### config.mk
export PLATFORM = sky130hd
export DESIGN_NAME = scalar_kalman_filter_flat
export DESIGN_NICKNAME = d
export VERILOG_FILES = /design/src/rtl/skf_pkg.sv /design/src/rtl/skf_sample_if.sv /design/src/rtl/skf_result_if.sv /design/src/rtl/skf_cfg_if.sv /design/src/rtl/skf_div.sv /design/src/rtl/skf_mul.sv /design/src/rtl/scalar_kalman_filter.sv /design/src/flat_wrapper.sv
export SDC_FILE = /design/constraint.sdc
export NUM_CORES = 2
export LEC_CHECK = 0
export BUFFER_PORTS_ARGS = -buffer_cell sky130_fd_sc_hd__buf_2
export CAP_MARGIN = 10
export CORE_MARGIN = 1
export CORE_UTILIZATION = 31
export DETAILED_ROUTE_END_ITERATION = 10
export PLACE_DENSITY_LB_ADDON = 0.3
export SLEW_MARGIN = 30
export SYNTH_ARGS = -nofsm -noshare
export SYNTH_HDL_FRONTEND = slang
export SYNTH_HIERARCHICAL = 1
export SYNTH_SLANG_ARGS = --single-unit
### constraint.sdc
create_clock -name clk_i -period 10.4 [get_ports clk_i]
set_clock_uncertainty 0.15 [all_clocks]
set_input_delay 1.56 -clock clk_i [delete_from_list [all_inputs] [get_ports clk_i]]
set_output_delay 1.56 -clock clk_i [all_outputs]
set_load 0.1 [all_outputs]
### src/rtl/skf_pkg.sv
// ----------------------------------------------------------------------------
// Scalar Kalman filter package
// Widths, register indexes, sequencer states and reset constants.
// ----------------------------------------------------------------------------
`default_nettype none

package skf_pkg;

  localparam int DATA_W    = 32;
  localparam int GAIN_W    = 16;
  localparam int CFG_IDX_W = 2;

  localparam logic [CFG_IDX_W-1:0] CFG_PROCESS_NOISE     = 2'd0;
  localparam logic [CFG_IDX_W-1:0] CFG_MEASUREMENT_NOISE = 2'd1;

  localparam int Q_RESET_INT = 10;
  localparam int R_RESET_INT = 400;

  localparam int DIV_STEPS = GAIN_W + 1;
  localparam int DIV_CNT_W = $clog2(DIV_STEPS + 1);

  localparam int MUL_A_W = DATA_W + 2;
  localparam int MUL_B_W = GAIN_W + 2;
  localparam int MUL_P_W = MUL_A_W + MUL_B_W;

  typedef logic [DATA_W-1:0] word_t;
  typedef logic [GAIN_W-1:0] gain_t;

  typedef enum logic [2:0] {
    ST_IDLE,
    ST_PRED,
    ST_DENOM,
    ST_DIV,
    ST_MUL_EST,
    ST_MUL_COV,
    ST_FINISH
  } skf_state_e;

endpackage

`default_nettype wire

### src/rtl/skf_sample_if.sv
// ----------------------------------------------------------------------------
// Sample channel
// Valid/ready channel carrying one signed sensor sample per word.
// ----------------------------------------------------------------------------
`default_nettype none

interface skf_sample_if;
  import skf_pkg::*;

  logic                valid;
  logic                ready;
  logic signed [DATA_W-1:0] sample;

  modport source (output valid, output sample, input ready);
  modport sink (input valid, input sample, output ready);
endinterface

`default_nettype wire

### src/rtl/skf_result_if.sv
// ----------------------------------------------------------------------------
// Result channel
// Valid/ready channel carrying the filtered estimate and the gain used.
// ----------------------------------------------------------------------------
`default_nettype none

interface skf_result_if;
  import skf_pkg::*;

  logic                     valid;
  logic                     ready;
  logic signed [DATA_W-1:0] estimate;
  logic [GAIN_W-1:0]        gain;

  modport source (output valid, output estimate, output gain, input ready);
  modport sink (input valid, input estimate, input gain, output ready);
endinterface

`default_nettype wire

### src/rtl/skf_cfg_if.sv
// ----------------------------------------------------------------------------
// Configuration channel
// Valid/ready write channel carrying a register index and write data.
// ----------------------------------------------------------------------------
`default_nettype none

interface skf_cfg_if;
  import skf_pkg::*;

  logic                 valid;
  logic                 ready;
  logic [CFG_IDX_W-1:0] index;
  logic [DATA_W-1:0]    data;

  modport source (output valid, output index, output data, input ready);
  modport sink (input valid, input index, input data, output ready);
endinterface

`default_nettype wire

### src/rtl/skf_div.sv
// ----------------------------------------------------------------------------
// Gain divider
// Radix-2 restoring divider producing floor(p * 2^16 / d), saturated to 16 bits.
// ----------------------------------------------------------------------------
`default_nettype none

module skf_div (
  input  wire                          clk_i,
  input  wire                          rst_ni,
  input  wire                          start_i,
  input  wire [skf_pkg::DATA_W-1:0]    dividend_i,
  input  wire [skf_pkg::DATA_W:0]      divisor_i,
  output logic                         done_o,
  output logic [skf_pkg::GAIN_W-1:0]   quot_o
);
  import skf_pkg::*;

  logic [DATA_W:0]    div_q;
  logic [DATA_W+1:0]  rem_q, rem_d;
  logic [GAIN_W:0]    quo_q, quo_d;
  logic [DIV_CNT_W-1:0] cnt_q, cnt_d;
  logic               busy_q, busy_d;
  logic               zero_q;
  logic               done_q, done_d;
  logic [DATA_W+1:0]  trial;
  logic [DATA_W+1:0]  trial_sub;
  logic               fits;

  // The first step compares the unshifted dividend, so the top quotient bit can be set.
  always_comb begin
    trial     = (cnt_q == DIV_CNT_W'(DIV_STEPS)) ? rem_q : {rem_q[DATA_W:0], 1'b0};
    fits      = trial >= {1'b0, div_q};
    trial_sub = trial - {1'b0, div_q};
  end

  always_comb begin
    rem_d  = rem_q;
    quo_d  = quo_q;
    cnt_d  = cnt_q;
    busy_d = busy_q;
    done_d = 1'b0;
    if (start_i) begin
      rem_d  = {2'b00, dividend_i};
      quo_d  = '0;
      cnt_d  = DIV_CNT_W'(DIV_STEPS);
      busy_d = 1'b1;
    end else if (busy_q) begin
      rem_d = fits ? trial_sub : trial;
      quo_d = {quo_q[GAIN_W-1:0], fits};
      cnt_d = cnt_q - DIV_CNT_W'(1);
      if (cnt_q == DIV_CNT_W'(1)) begin
        busy_d = 1'b0;
        done_d = 1'b1;
      end
    end
  end

  always_ff @(posedge clk_i or negedge rst_ni) begin
    if (!rst_ni) begin
      cnt_q  <= '0;
      busy_q <= 1'b0;
      done_q <= 1'b0;
    end else begin
      cnt_q  <= cnt_d;
      busy_q <= busy_d;
      done_q <= done_d;
    end
  end

  always_ff @(posedge clk_i) begin
    rem_q <= rem_d;
    quo_q <= quo_d;
    if (start_i) begin
      div_q  <= divisor_i;
      zero_q <= (divisor_i == '0);
    end
  end

  assign done_o = done_q;
  assign quot_o = zero_q ? '0 : (quo_q[GAIN_W] ? '1 : quo_q[GAIN_W-1:0]);

endmodule

`default_nettype wire

### src/rtl/skf_mul.sv
// ----------------------------------------------------------------------------
// Shared multiplier
// Signed multiplier with a registered product, used for both filter products.
// ----------------------------------------------------------------------------
`default_nettype none

module skf_mul (
  input  wire                               clk_i,
  input  wire                               en_i,
  input  wire signed [skf_pkg::MUL_A_W-1:0] a_i,
  input  wire signed [skf_pkg::MUL_B_W-1:0] b_i,
  output logic signed [skf_pkg::MUL_P_W-1:0] p_o
);
  import skf_pkg::*;

  logic signed [MUL_P_W-1:0] p_q;

  always_ff @(posedge clk_i) begin
    if (en_i) begin
      p_q <= MUL_P_W'(a_i) * MUL_P_W'(b_i);
    end
  end

  assign p_o = p_q;

endmodule

`default_nettype wire

### src/rtl/scalar_kalman_filter.sv
// ----------------------------------------------------------------------------
// Scalar Kalman filter
// First-order Kalman filter in fixed point with a divider and a shared multiplier.
// ----------------------------------------------------------------------------
// Usage:
// Samples arrive on sample_i, one signed Q16.16 word each. Every sample runs
// one predict/correct step and yields one word on result_o with the new
// estimate and the Q0.16 gain applied. The noise covariances Q and R are
// written through cfg_i (index 0 for Q, 1 for R); the user must write them
// only while the filter is idle, which the block itself does not enforce.
// Writes to other indexes are dropped. A sample is accepted only when the
// sequencer is idle. The result enters the output register and ready returns
// in the same cycle, so the filter takes a new sample only once it is through
// with the last one. The 17-step restoring divider for the gain takes most of
// the time per sample; the two multiplies share one registered multiplier.
// Reset clears the estimate and covariance and loads Q = 10.0 and R = 400.0.
// The result sits in an output register; while the receiver stalls the next
// sample is still accepted and processed, and the sequencer holds its finished
// result until the output register frees up.
// ----------------------------------------------------------------------------
`default_nettype none

module scalar_kalman_filter #(
  parameter int FRAC_BITS = 16
) (
  input  wire          clk_i,
  input  wire          rst_ni,
  skf_sample_if.sink   sample_i,
  skf_result_if.source result_o,
  skf_cfg_if.sink      cfg_i
);
  import skf_pkg::*;

  localparam logic [63:0] QWide   = 64'(Q_RESET_INT) << FRAC_BITS;
  localparam logic [63:0] RWide   = 64'(R_RESET_INT) << FRAC_BITS;
  localparam word_t       QReset  = (QWide > 64'hFFFF_FFFF) ? '1 : QWide[DATA_W-1:0];
  localparam word_t       RReset  = (RWide > 64'hFFFF_FFFF) ? '1 : RWide[DATA_W-1:0];
  localparam logic [GAIN_W:0] GainOne = {1'b1, {GAIN_W{1'b0}}};
  localparam logic signed [MUL_P_W-1:0] RoundHalf = MUL_P_W'(1) <<< (GAIN_W - 1);

  skf_state_e state_q, state_d;

  word_t              q_noise_q, r_noise_q;
  logic signed [DATA_W-1:0] last_est_q;
  word_t              cov_q;
  logic signed [DATA_W-1:0] z_q;
  word_t              p_mid_q;
  logic signed [DATA_W:0]   diff_q;
  gain_t              gain_q;
  logic signed [DATA_W+1:0] corr_q;

  logic                     out_valid_q;
  logic signed [DATA_W-1:0] out_est_q;
  gain_t                    out_gain_q;

  logic in_accept, out_free, fin_load, div_start, mul_en, sel_cov;
  logic [DATA_W:0]            pred_sum, denom;
  word_t                      p_mid_sat;
  logic                       div_done;
  gain_t                      div_quot;
  logic signed [MUL_A_W-1:0]  mul_a;
  logic signed [MUL_B_W-1:0]  mul_b;
  logic signed [MUL_P_W-1:0]  mul_p, mul_rnd;
  logic [GAIN_W:0]            one_minus_gain;
  logic signed [DATA_W+2:0]   est_sum;
  logic signed [DATA_W-1:0]   est_new;
  word_t                      cov_new;

  assign in_accept = sample_i.valid && sample_i.ready;
  assign out_free  = !out_valid_q || result_o.ready;

  always_comb begin
    state_d = state_q;
    case (state_q)
      ST_IDLE:    if (in_accept) state_d = ST_PRED;
      ST_PRED:    state_d = ST_DENOM;
      ST_DENOM:   state_d = ST_DIV;
      ST_DIV:     if (div_done) state_d = ST_MUL_EST;
      ST_MUL_EST: state_d = ST_MUL_COV;
      ST_MUL_COV: state_d = ST_FINISH;
      ST_FINISH:  if (out_free) state_d = ST_IDLE;
      default:    state_d = ST_IDLE;
    endcase
  end

  always_comb begin
    sample_i.ready = 1'b0;
    div_start      = 1'b0;
    mul_en         = 1'b0;
    sel_cov        = 1'b0;
    fin_load       = 1'b0;
    case (state_q)
      ST_IDLE:    sample_i.ready = 1'b1;
      ST_DENOM:   div_start = 1'b1;
      ST_MUL_EST: mul_en = 1'b1;
      ST_MUL_COV: begin
        mul_en  = 1'b1;
        sel_cov = 1'b1;
      end
      ST_FINISH:  fin_load = out_free;
      default:    ;
    endcase
  end

  assign pred_sum  = {1'b0, cov_q} + {1'b0, q_noise_q};
  assign p_mid_sat = pred_sum[DATA_W] ? '1 : pred_sum[DATA_W-1:0];
  assign denom     = {1'b0, p_mid_q} + {1'b0, r_noise_q};

  skf_div u_div (
    .clk_i      (clk_i),
    .rst_ni     (rst_ni),
    .start_i    (div_start),
    .dividend_i (p_mid_q),
    .divisor_i  (denom),
    .done_o     (div_done),
    .quot_o     (div_quot)
  );

  assign one_minus_gain = GainOne - {1'b0, gain_q};
  assign mul_a = sel_cov ? $signed({2'b00, p_mid_q}) : $signed({diff_q[DATA_W], diff_q});
  assign mul_b = sel_cov ? $signed({1'b0, one_minus_gain}) : $signed({2'b00, gain_q});

  skf_mul u_mul (
    .clk_i (clk_i),
    .en_i  (mul_en),
    .a_i   (mul_a),
    .b_i   (mul_b),
    .p_o   (mul_p)
  );

  assign mul_rnd = mul_p + RoundHalf;

  always_comb begin
    est_sum = $signed({{3{last_est_q[DATA_W-1]}}, last_est_q})
            + $signed({corr_q[DATA_W+1], corr_q});
    if (est_sum[DATA_W+2:DATA_W-1] != '0 && est_sum[DATA_W+2:DATA_W-1] != '1) begin
      est_new = est_sum[DATA_W+2] ? {1'b1, {(DATA_W-1){1'b0}}} : {1'b0, {(DATA_W-1){1'b1}}};
    end else begin
      est_new = est_sum[DATA_W-1:0];
    end
    if (mul_rnd[MUL_P_W-1:DATA_W+GAIN_W] != '0) begin
      cov_new = '1;
    end else begin
      cov_new = mul_rnd[DATA_W+GAIN_W-1:GAIN_W];
    end
  end

  assign cfg_i.ready = 1'b1;

  always_ff @(posedge clk_i or negedge rst_ni) begin
    if (!rst_ni) begin
      state_q     <= ST_IDLE;
      q_noise_q   <= QReset;
      r_noise_q   <= RReset;
      last_est_q  <= '0;
      cov_q       <= '0;
      out_valid_q <= 1'b0;
    end else begin
      state_q <= state_d;
      if (cfg_i.valid) begin
        case (cfg_i.index)
          CFG_PROCESS_NOISE:     q_noise_q <= cfg_i.data;
          CFG_MEASUREMENT_NOISE: r_noise_q <= cfg_i.data;
          default:               ;
        endcase
      end
      if (fin_load) begin
        last_est_q  <= est_new;
        cov_q       <= cov_new;
        out_valid_q <= 1'b1;
      end else if (result_o.ready) begin
        out_valid_q <= 1'b0;
      end
    end
  end

  always_ff @(posedge clk_i) begin
    if (in_accept) begin
      z_q <= sample_i.sample;
    end
    if (state_q == ST_PRED) begin
      p_mid_q <= p_mid_sat;
    end
    if (state_q == ST_DENOM) begin
      diff_q <= $signed({z_q[DATA_W-1], z_q}) - $signed({last_est_q[DATA_W-1], last_est_q});
    end
    if (state_q == ST_DIV && div_done) begin
      gain_q <= div_quot;
    end
    if (state_q == ST_MUL_COV) begin
      corr_q <= mul_rnd[DATA_W+GAIN_W+1:GAIN_W];
    end
    if (fin_load) begin
      out_est_q  <= est_new;
      out_gain_q <= gain_q;
    end
  end

  assign result_o.valid    = out_valid_q;
  assign result_o.estimate = out_est_q;
  assign result_o.gain     = out_gain_q;

endmodule

`default_nettype wire

### src/flat_wrapper.sv
// flat-port wrapper written by rule: the top's interface ports become plain ports
module scalar_kalman_filter_flat import skf_pkg::*;
#(
  parameter int FRAC_BITS = 16
)
  (clk_i, rst_ni, sample_i_valid, sample_i_sample, sample_i_ready, result_o_valid, result_o_estimate, result_o_gain, result_o_ready, cfg_i_valid, cfg_i_index, cfg_i_data, cfg_i_ready);
  skf_sample_if sample_i_i ();
  skf_result_if result_o_i ();
  skf_cfg_if cfg_i_i ();
  input  wire clk_i;
  input  wire rst_ni;
  input wire logic [$bits(sample_i_i.valid)-1:0] sample_i_valid;
  input wire logic [$bits(sample_i_i.sample)-1:0] sample_i_sample;
  output wire logic [$bits(sample_i_i.ready)-1:0] sample_i_ready;
  output wire logic [$bits(result_o_i.valid)-1:0] result_o_valid;
  output wire logic [$bits(result_o_i.estimate)-1:0] result_o_estimate;
  output wire logic [$bits(result_o_i.gain)-1:0] result_o_gain;
  input wire logic [$bits(result_o_i.ready)-1:0] result_o_ready;
  input wire logic [$bits(cfg_i_i.valid)-1:0] cfg_i_valid;
  input wire logic [$bits(cfg_i_i.index)-1:0] cfg_i_index;
  input wire logic [$bits(cfg_i_i.data)-1:0] cfg_i_data;
  output wire logic [$bits(cfg_i_i.ready)-1:0] cfg_i_ready;
  assign sample_i_i.valid = sample_i_valid;
  assign sample_i_i.sample = sample_i_sample;
  assign sample_i_ready = sample_i_i.ready;
  assign result_o_valid = result_o_i.valid;
  assign result_o_estimate = result_o_i.estimate;
  assign result_o_gain = result_o_i.gain;
  assign result_o_i.ready = result_o_ready;
  assign cfg_i_i.valid = cfg_i_valid;
  assign cfg_i_i.index = cfg_i_index;
  assign cfg_i_i.data = cfg_i_data;
  assign cfg_i_ready = cfg_i_i.ready;
  scalar_kalman_filter #(.FRAC_BITS(FRAC_BITS)) u_core (.clk_i(clk_i), .rst_ni(rst_ni), .sample_i(sample_i_i), .result_o(result_o_i), .cfg_i(cfg_i_i));
endmodule
Yosys cells after proc, flatten, opt, wreduce, memory -nomap -nowiden --
Cells that the tools add are included.
Storage, ports and cells: word-level logic and storage cells 90, register bits after elaboration 471
Operators by class: muxes and demuxes 29, order comparisons 1, add/subtract/negate cells 8, equal/unequal tests 13, multiply operators 1, reduce and logical (&&, ||, !) cells 16
Operators with widths (number):
- 32-bit two-way mux | 5
- 34-bit two-way mux | 3
- 32-bit by 32-bit adder with 33-bit output | 2
- 52-bit by 17-bit adder with 52-bit output, second input constant | 1
- 34-bit by 18-bit multiplier with 52-bit output | 1
- 32-bit by 34-bit adder with 35-bit output | 1
- 34-bit by 33-bit >= comparator with 1-bit output | 1
- 34-bit by 33-bit subtractor with 34-bit output | 1
- 33-bit zero test | 1
- 32-bit by 32-bit subtractor with 33-bit output | 1
- 3-bit case mux with 7 select lines | 1
- 17-bit two-way mux | 1
- 17-bit by 16-bit subtractor with 17-bit output, first input constant | 1
- 16-bit two-way mux | 1
- 1-bit two-way mux | 13
- 5-bit two-way mux | 2
- 3-bit == test, second input constant | 3
- 3-bit two-way mux | 3
- 4-bit nonzero test | 2
- 3-bit by 2-bit == test with 1-bit output, second input constant | 2
- 5-bit by 1-bit == test with 1-bit output, second input constant | 1
- 5-bit == test, second input constant | 1
- 5-bit by 1-bit subtractor with 5-bit output, second input constant | 1
- 2-bit by 1-bit inequality test with 1-bit output, second input constant | 2
- other kinds (13) | 17

Logic depth before layout (Yosys ltp) --
depth after elaboration 6, mapped depth 31, mapped depth without buffers 28

By module --
Netlist, hierarchy kept.
By module, submodules not included:
- skf_mul | instances 1, sequential area each 1561.5 um^2, area an instance 22773.1 um^2, cells each 2479
- scalar_kalman_filter | instances 1, sequential area each 9165.0 um^2, area an instance 19935.4 um^2, cells each 1902
- skf_div | instances 1, sequential area each 2537.4 um^2, area an instance 6417.4 um^2, cells each 691

Least setup slack after synthesis --
No wires, ideal clock.
kind reg-to-reg, start point register u_core.state_q[2], end point register u_core.u_mul.p_q[48] (netlist: u_core/u_mul/p_o[48]) (data pin), period minus slack after synthesis 11.058 ns, setup time 0.262 ns, buffers on the path 4, slack -0.658 ns, data arrival time 10.647 ns, stages on the path, launching flop included 29, required time 9.988 ns, cell sequence dfrtp_1 -> clkbuf_1 -> nor2b_1 -> nand2_1 -> clkinv_1 -> clkbuf_1 -> nand2_1 -> nand2_1 -> clkbuf_1 -> clkbuf_1 -> nand2_1 -> fa_1 -> fa_1 -> fa_1 -> inv_1 -> fa_1 -> fa_1 -> inv_1 -> fa_1 -> inv_1 -> ha_1 -> a21oi_2 -> o21a_1 -> nor2_1 -> or3_4 -> or4_4 -> a31oi_2 -> o21ai_1 -> xor2_1
On the way: cells in the longest elaborated chain, start to end 4, elaborated cells on any way between the ends 5
RTL lines:
- start: declaration | line scalar_kalman_filter.sv:41 | skf_state_e state_q, state_d;
- start signal: assignment | line scalar_kalman_filter.sv:159 | state_q <= state_d;
- 3-bit == test | line scalar_kalman_filter.sv:92 | case (state_q)
- 1-bit two-way mux | line scalar_kalman_filter.sv:92
- 34-bit two-way mux | line scalar_kalman_filter.sv:120 | assign mul_a = sel_cov ? $signed({2'b00, p_mid_q}) : $signed({diff_q[DATA_W], diff_q});
- net u_core.mul_a[28] | line scalar_kalman_filter.sv:61 | logic signed [MUL_A_W-1:0] mul_a;
- 34-bit by 18-bit multiplier with 52-bit output | line skf_mul.sv:20 | p_q <= MUL_P_W'(a_i) * MUL_P_W'(b_i);
- end signal: assignment | line skf_mul.sv:20
- end: declaration | line skf_mul.sv:16 | logic signed [MUL_P_W-1:0] p_q;
The timed path passes the listed nets, and every way through them passes these cells. A chain may end at the register's enable or synchronous reset.

Worst setup path in the final report --
start point register u_core.state_q[2], end point register u_core.u_mul.p_q[41] (netlist: u_core/u_mul/p_o[41]) (data pin)
Same word-level chain as after synthesis.

==> metrics.yaml <==
sta:
  slew_headroom_pct: 30.56
  finalSetupTns_ps: 0
  hold_violations: 0
  drv_slew: 0
  finalSetupViolCount: 0
  post-route-min-period_ps: 8692
  worst_slack_ps: 1708
  period_share_pct: 83.57
  fmax_ghz: 0.1151
  tightest_slew_ps: 1039
  rsz0062_at_grt: "false"
cts:
  clock-root-buffer: "clkbuf_16"
  cts-resized-gates: 0
  clockBufferDepth: 3
  cts_setup_buffers: 0
  clock-sinks: 456
  cts_tree: "done"
  hold_buffers: 0
  h-tree-depth: 2
  cts_buffers: 52
  clk_latency_ps: 640
  clk_pin_slew_worst_paths_ps: 60
route:
  vias_per_cell: 5.042
  drtIter0Drc: 2720
  wl_mm: 146.7
  route.met3.wl_mm: 9.629
  ant_nets: 0
  dr_wl_met2_mm: 67.41
  drt-pass1-iter-count: 8
  drt-wirelength-per-cell_um: 20.57
  vias: 35980
  drt-met1-wl_mm: 65.35
  route.detailed.drc: 0
  top_layer: "met5"
worst_setup_path:
  crit_required_ps: 10630
  start_kind: "flip-flop"
  cp-end-kind: "flip-flop"
  cp_slowest_cell: "inv_2"
  cp_slowest_stage_delay_ps: 650
  worstSetupPathType: "reg -> reg"
  crit_fanout: 42
  rrSetupSlack_ps: 1710
  critical-path-top-delay-family: "adder cells"
  crit_top_cell: "fa_1"
  cp_num_buf_inv: 6
  worst_r2r_endpoint: "u_core/u_mul/p_o[41]"
  rr_startpoint: "u_core/state_q[2]"
  crit_arrival_ps: 8920
  r2r_cells: 25
layout:
  final_common_cell: "inv_1"
  filler_cell_count: 15770
  antenna_cells: 0
  area_delta_synth_final_pct: 9.588
  final_nets: 6001
  layout_common_cells: "inv_1 (810), nand2_1 (613), fa_1 (590)"
  design_area_mm2: 0.05321
  final_util_pct: 34.38
  drive_gt1_share_pct: 9.291
floorplanning:
  dieArea_mm2: 0.1582
  start_util_pct: 31.37
  io_pins: 122
  fp.dieH_um: 397.8
  rows: 144
  die_x_um: 397.8
  core_area_mm2: 0.1548
placement:
  preCtsSetupSlack_ps: 1805
  gp_congestion: 0.9173
  place_area_mm2: 0.05140
  io_buffer_count: 120
  dp_hpwl_mm: 115.9
hold_path:
  min_from: "u_core/u_div/rem_q[33]"
  min_to: "u_core/u_div/rem_q[33]"
  hold_depth: 2
  hold_class: "reg -> reg"
global_route:
  gr-usage-all-layers_pct: 18.50
  globalRoute.totalOverflow: 0
  grt_pass1_wl_mm: 223.8
  first_global_vias: 36680
  grt_max_degree: 78
  grt_antenna_before_repair: 3
yosys:
  synthCells: 5040
  syn_area_mm2: 0.04856
  yosys_warnings: 6
  syn_area_per_cell_um2: 9.634
run_status:
  status: "finished clean"
run:
  drv_cap: 0
## through the flow
stage               hold slack (ps)  instances
finish                        345.5       7135
global route                  365.7       7135
CTS                           349.3       7134
detailed placement            339.2       7037
global placement              323.9       7035
floorplan                     290.8       5046
## layer usage
metal	global-route usage [%]	up-vias
met4	5.426	2
met5	0	-
li1	-	16620
met1	25.40	18110
met3	3.146	176
met2	29.72	1066
## worst register-to-register path, stage by stage, from the launching register on
cell and delay (ps):
dfrtp_1 540, nor2b_4 220, nand2_1 80, inv_2 650, buf_4 590, nand2_1 130, nand2_1 190, buf_4 320
nand2_1 140, fa_1 560, inv_1 50, fa_1 480, fa_1 570, fa_1 430, fa_1 490, inv_1 50
fa_1 540, inv_1 70, ha_1 360, a21oi_1 260, o21ai_0 170, a2111oi_0 630, a21oi_1 150, a21oi_1 320
o31ai_1 150, xnor2_1 140
## registers in the layout, summed over array words and instances, names as in the netlist, 16 cells and up
name and count:
u_core/q_noise_q 32, u_core/corr_q 34, u_core/gain_q 16, u_core/result_o.gain 16, u_core/cov_q 32, u_core/u_div/div_q 33, u_core/z_q 32, u_core/p_mid_q 32
u_core/last_est_q 32, u_core/u_div/quo_q 17, u_core/u_div/rem_q 34, u_core/diff_q 33, u_core/u_mul/p_o 37, u_core/r_noise_q 32, u_core/result_o.estimate 32
## worst max path at each step
stage                 startpoint                   end  slack [ps]  cells past startpoint
2_1_floorplan  u_core/state_q[2]  u_core/u_mul/p_o[48]          90                     28
3_3_place_gp   u_core/state_q[2]  u_core/u_mul/p_o[50]        1700                     24
3_5_place_dp   u_core/state_q[2]  u_core/u_mul/p_o[50]        1800                     26
4_1_cts        u_core/state_q[2]  u_core/u_mul/p_o[50]        1750                     26
5_1_grt        u_core/state_q[2]  u_core/u_mul/p_o[50]        1310                     26
6_report       u_core/state_q[2]  u_core/u_mul/p_o[41]        1710                     25
## final cells by class
type                    instances  area, µm²  share of cell area [%]
clock buffers                  66       1415                   2.659
clock inverters                31      341.6                  0.6419
inverters                     813       3054                   5.739
multi-input cells            3544      31900                   59.95
flip-flops and latches        456      12810                   24.08
well taps                    2044       2557                   4.806
repair buffers                181       1129                   2.121
Power is not shown: default switching activity piles up to over one toggle a cycle in this logic, so the estimate is an artifact.
